[src/hdl/psgt_ram.sv]
`default_nettype none
module psgt_ram #(
  parameter int WIDTH = 8,
  parameter int DEPTH = 256
) (
  input  wire logic                     clk,
  input  wire logic                     we,
  input  wire logic [$clog2(DEPTH)-1:0] waddr,
  input  wire logic [WIDTH-1:0]         wdata,
  input  wire logic [$clog2(DEPTH)-1:0] raddr,
  output logic      [WIDTH-1:0]         rdata
);
  logic [WIDTH-1:0] mem [DEPTH];
  always_ff @(posedge clk) begin
    if (we) mem[waddr] <= wdata;
    rdata <= mem[raddr];
  end
endmodule
`default_nettype wire

[config.mk]
export PLATFORM = sky130hd
export DESIGN_NAME = psgt_ram
export DESIGN_NICKNAME = d
export VERILOG_FILES = /design/src/hdl/psgt_ram.sv
export SDC_FILE = /design/constraint.sdc
export NUM_CORES = 2
export LEC_CHECK = 0
export ABC_CLOCK_PERIOD_IN_PS = 2860
export BUFFER_PORTS_ARGS = -buffer_cell sky130_fd_sc_hd__buf_2
export CAP_MARGIN = 0
export CORE_UTILIZATION = 48
export CTS_CLUSTER_DIAMETER = 60
export DETAILED_ROUTE_END_ITERATION = 12
export PLACE_DENSITY = 0.66
export SYNTH_ARGS = -nofsm -noshare
export SYNTH_HDL_FRONTEND = slang
export SYNTH_SLANG_ARGS = --single-unit
[constraint.sdc]
create_clock -name clk -period 2.86 [get_ports clk]
set_input_delay 0.715 -clock clk [delete_from_list [all_inputs] [get_ports clk]]
set_output_delay 0.715 -clock clk [all_outputs]
set_load 0.05 [all_outputs]
==> results.rst <==
.. list-table::
   :header-rows: 1

   * - Metric
     - Value
   * - Global Route met2 Usage
     - a little under two fifths
   * - Global-route layer with the greatest usage
     - met2
   * - Total die area
     - about 0.17 sq mm
   * - Setup CP Type
     - input port to register
   * - Number of buffers inserted for hold repair after clock tree synthesis
     - 0
   * - Max stage delay on crit path
     - around 0.7 ns
   * - Kind of cell adding the most delay to the critical path
     - buffers and inverters
   * - Required @ worst endpoint
     - 3.55 ns
   * - Total power divided by cell area
     - roughly 660 mW/mm^2
   * - Count of flip-flops with a built-in enable after synthesis
     - slightly above 2k
   * - Fraction of registers with async set/reset
     - 0%
   * - Share of the clock period used by the worst path after layout
     - a little over nine tenths
   * - Routing usage on met3
     - around 6%
   * - Number of antenna violations at the first check in global routing
     - 6
   * - Count of filler cells inserted in the layout
     - 12.1k
   * - Maximum clock path buffer count
     - 3
   * - Final core area utilization
     - 57.2%
   * - Share of synthesized area occupied by flip-flops and latches
     - 77.5%
   * - Total iterations of the first detailed-routing run
     - 6
   * - Row count
     - 149
   * - Run status
     - finished, final reports clean
   * - Max FO, Critical Path
     - 20
   * - Origin of the critical flop-to-flop path
     - mem[211][3]$_DFFE_PP_
   * - Main synth FF type
     - sky130_fd_sc_hd__edfxtp_1
   * - Clk_lat worst skew
     - about 0.85 ns
   * - Horizontal die dimension
     - between 400 and 500 um
   * - TritonCTS clock tree
     - built
   * - Final min period
     - 2.81 ns
   * - Post-synth net total
     - around 3.8k
   * - Worst Hold Class
     - input port to register
   * - Max H-tree Level
     - 4
   * - IO Count
     - 34
   * - Category of the worst setup path launch point
     - input port
   * - Slowest stage cell on the critical path
     - sky130_fd_sc_hd__nor3_1
   * - Post-CTS clock slew at the launch and capture registers of the worst setup and hold paths
     - about 0.06 ns
   * - Count of vias placed by the detailed router
     - a little over 40k
   * - Met1 global-route usage
     - between 30% and 40%
   * - Detailed-route wire length
     - slightly below 200 mm
   * - DR WL/cell
     - ~29 um
   * - Post-DP Area
     - 0.0879 sq mm
   * - Number of max-slew violations in the final report
     - 0
   * - Avg Synthesized Cell Area
     - roughly 21 sq um
   * - Pin count of the biggest net entering global routing
     - about 130
   * - CP startpoint
     - raddr[0]
   * - Ranking of synthesized cells by area
     - sky130_fd_sc_hd__edfxtp_1 (77%), sky130_fd_sc_hd__mux4_2 (13%), sky130_fd_sc_hd__mux2i_1 (1.7%)
   * - Share of final-layout standard cells stronger than drive strength 1
     - between 30% and 40%
   * - Number of hold-slack violations in the final timing report
     - 0
   * - HP Start
     - wdata[6]
   * - Post-route design area
     - 0.0943 sq mm
   * - Static leakage power
     - 0.0307 uW
   * - Highest clock frequency the design can meet
     - approximately 0.36 GHz
   * - Crit path capture type
     - register
   * - Chain of cells forming the critical path
     - buf_8 > buf_12 > buf_12 > mux4_2 > a22o_1 > a221oi_1 > buf_4 > o32ai_1 > nor3_1 > nor4_1
   * - Root cell of the clock tree
     - sky130_fd_sc_hd__clkbuf_16
   * - GPL Wtd Cong
     - around 0.89
   * - Number of max-cap violations
     - 0
   * - Number of instances in the synthesized netlist
     - about 3.7k
   * - Bufs and invs on worst path
     - 4
   * - Arrival time of data at the critical path endpoint
     - between 3 and 4 ns
   * - Count of nets after finishing
     - 4522
   * - Inserted Clock Buffers
     - about 200
   * - Number of DRC violations after detailed-routing iteration 0
     - ~4.8k
   * - Wire length of the first global-routing pass
     - 288 mm
   * - Final setup skew
     - roughly 0.042 ns
   * - Register bit count reported by yosys
     - between 2k and 2.5k
   * - Overall routing resource usage
     - 23.9%
   * - Final-report setup violation count
     - 0
   * - DRT antenna net count
     - 0
   * - Remaining routing DRC violations
     - 0
   * - DP Wirelength
     - 131 mm
   * - Initial standard-cell utilization of the core
     - between 40% and 50%
   * - Synth warnings
     - 0
   * - Vias in the first global route
     - 41.5k
   * - Setup repair after global routing missed its margin
     - no
   * - Area growth syn-to-layout
     - 18.5%
   * - Proportion of netlist area held by the largest area contributor
     - between 70% and 80%
   * - Via density per instance
     - about 6.0
   * - Yosys top cell by area
     - sky130_fd_sc_hd__edfxtp_1
   * - Post-route non-filler standard cell count
     - approximately 7k
   * - Worst ir drop on vdd
     - roughly 0.74 mV
   * - Netlist Area Pre-Place
     - 0.0796 sq mm
   * - Height of the chip
     - slightly above 400 um
   * - Relative slew slack
     - between 30% and 40%
   * - Remaining Overflow, GRT
     - 0
   * - Input/output buffers
     - 33
   * - Worst Max-Slew Pin Slew
     - 0.970 ns
   * - Number of sinks on the clock net
     - between 2k and 2.5k
   * - Count of distinct cell types in the synthesized netlist
     - 55
   * - Cell count after placement
     - about 6.5k
   * - Core region area
     - about 0.16 sq mm
   * - Most used cell, CP
     - sky130_fd_sc_hd__buf_12
==> cell families after synthesis <==
kind of cell | after synthesis | share of synthesized area (%)
buffers and inverters | 235 | 1.83
AO/OA/AOI/OAI | 385 | 3.42
multiplexers | 591 | 14.6
AND/OR/NAND/NOR | 466 | 2.63
flip-flops | 2056 | 77.5
==> layer usage <==
metal / part of all wire [%] / wire length, um
met2: 47 / 93400
met4: 3.1 / 6250
met1: 40 / 79600
met5: 0.0075 / 15
met3: 9.8 / 19500
==> worst register-to-register path, cell delays in order (launching register included) <==
cell and delay, ns:
sky130_fd_sc_hd__edfxtp_1 0.37, sky130_fd_sc_hd__mux4_2 0.48, sky130_fd_sc_hd__a22o_1 0.26, sky130_fd_sc_hd__a221oi_1 0.23
sky130_fd_sc_hd__buf_4 0.22, sky130_fd_sc_hd__o32ai_1 0.13, sky130_fd_sc_hd__nor3_1 0.68, sky130_fd_sc_hd__nor4_1 0.12
==> layout make-up <==
cell class / count / area (sq um) / share of cell area [%]
Sequential cell: 2056 / 61700 / 65.4
Multi-Input combinational cell: 1442 / 16500 / 17.5
Timing Repair Buffer: 793 / 6970 / 7.40
Clock buffer: 258 / 5240 / 5.56
Tap cell: 2189 / 2740 / 2.91
Clock inverter: 107 / 1110 / 1.18
Inverter: 2 / 7.51 / 0.00796
Antenna cell: 2 / 5.00 / 0.00531
==> per-stage QoR <==
| stage | power [uW] | TNS [ns] | hold slack, ns | setup WS (ns) |
|---|---|---|---|---|
| final | 62400 | 0 | 0.228 | 0.0533 |
| after global placement | 37500 | -5.84 | 1.02 | -0.967 |
| after global routing | 64000 | 0 | 0.182 | 0.00894 |
| after detailed placement | 37500 | -5.88 | 1.06 | -1.00 |
| after CTS | 62800 | 0 | 0.174 | 0.00504 |
| after floorplan | 35600 | 0 | 0.770 | 0.207 |
==> repair_timing <==
| action | CTS | global route |
|---|---|---|
| pin swaps | 0 | 0 |
| setup endpoints to repair | 2 | 2 |
| buffers inserted | 0 | 0 |
| resized for setup | 2 | 3 |
==> cell usage in the layout, fill, tap and decap left out, types with 20 or more instances in the layout <==
cell,instances
sky130_fd_sc_hd__nor2_1,279
sky130_fd_sc_hd__edfxtp_1,2048
sky130_fd_sc_hd__buf_12,80
sky130_fd_sc_hd__a22oi_1,133
sky130_fd_sc_hd__nor3_1,21
sky130_fd_sc_hd__nand3_1,34
sky130_fd_sc_hd__nor4_1,20
sky130_fd_sc_hd__o22ai_1,28
sky130_fd_sc_hd__clkinv_1,43
sky130_fd_sc_hd__mux4_2,454
sky130_fd_sc_hd__nand2_1,33
sky130_fd_sc_hd__buf_4,681
sky130_fd_sc_hd__clkinv_2,33
sky130_fd_sc_hd__mux2i_1,134
sky130_fd_sc_hd__buf_2,22
sky130_fd_sc_hd__nor2b_1,28
sky130_fd_sc_hd__a21oi_1,96
sky130_fd_sc_hd__clkbuf_1,57
sky130_fd_sc_hd__clkbuf_16,201
sky130_fd_sc_hd__o221ai_1,46
==> report_power, final <==
group,switching (uW),internal (uW)
clock network,11300,14200
registers,70.8,33200
logic,2160,1470
==> registers in the layout (all words and copies together), names as in the netlist <==
name / flops
rdata: 8
mem: 2048
==> Yosys cell counts, types with 3 or more instances <==
cell                       number
sky130_fd_sc_hd__a211oi_1      16
sky130_fd_sc_hd__a21oi_1       96
sky130_fd_sc_hd__a221oi_1      13
sky130_fd_sc_hd__a22o_1         8
sky130_fd_sc_hd__a22oi_1      133
sky130_fd_sc_hd__and2_1         6
sky130_fd_sc_hd__buf_1         22
sky130_fd_sc_hd__buf_12         8
sky130_fd_sc_hd__buf_2         31
sky130_fd_sc_hd__buf_4         27
sky130_fd_sc_hd__buf_6         21
sky130_fd_sc_hd__buf_8         13
sky130_fd_sc_hd__clkbuf_1     111
sky130_fd_sc_hd__dfxtp_1        8
sky130_fd_sc_hd__edfxtp_1    2048
sky130_fd_sc_hd__mux2i_1      134
sky130_fd_sc_hd__mux4_2       454
sky130_fd_sc_hd__nand2_1       33
sky130_fd_sc_hd__nand2b_1       8
sky130_fd_sc_hd__nand3_1       34
sky130_fd_sc_hd__nand4_1       10
sky130_fd_sc_hd__nor2_1       282
sky130_fd_sc_hd__nor2b_1       31
sky130_fd_sc_hd__nor3_1        22
sky130_fd_sc_hd__nor4_1        24
sky130_fd_sc_hd__nor4_2         3
sky130_fd_sc_hd__o211ai_1      10
sky130_fd_sc_hd__o21ai_0       10
sky130_fd_sc_hd__o221ai_1      46
sky130_fd_sc_hd__o22a_1         5
sky130_fd_sc_hd__o22ai_1       28
sky130_fd_sc_hd__o32ai_1        4
sky130_fd_sc_hd__or2_2          4
==> path summary, 6_finish.rpt <==
| path | to | slack (ns) | cells after the start |
|---|---|---|---|
| setup reg to reg | rdata[3]$_DFF_P_ | 0.24 | 7 |
| setup / recovery | rdata[3]$_DFF_P_ | 0.05 | 10 |
| hold / removal | mem[1][6]$_DFFE_PP_ | 0.23 | 1 |
| hold reg to reg | rdata[3]$_DFF_P_ | 1.11 | 7 |
Note: power is estimated with default switching activity, not from simulation.
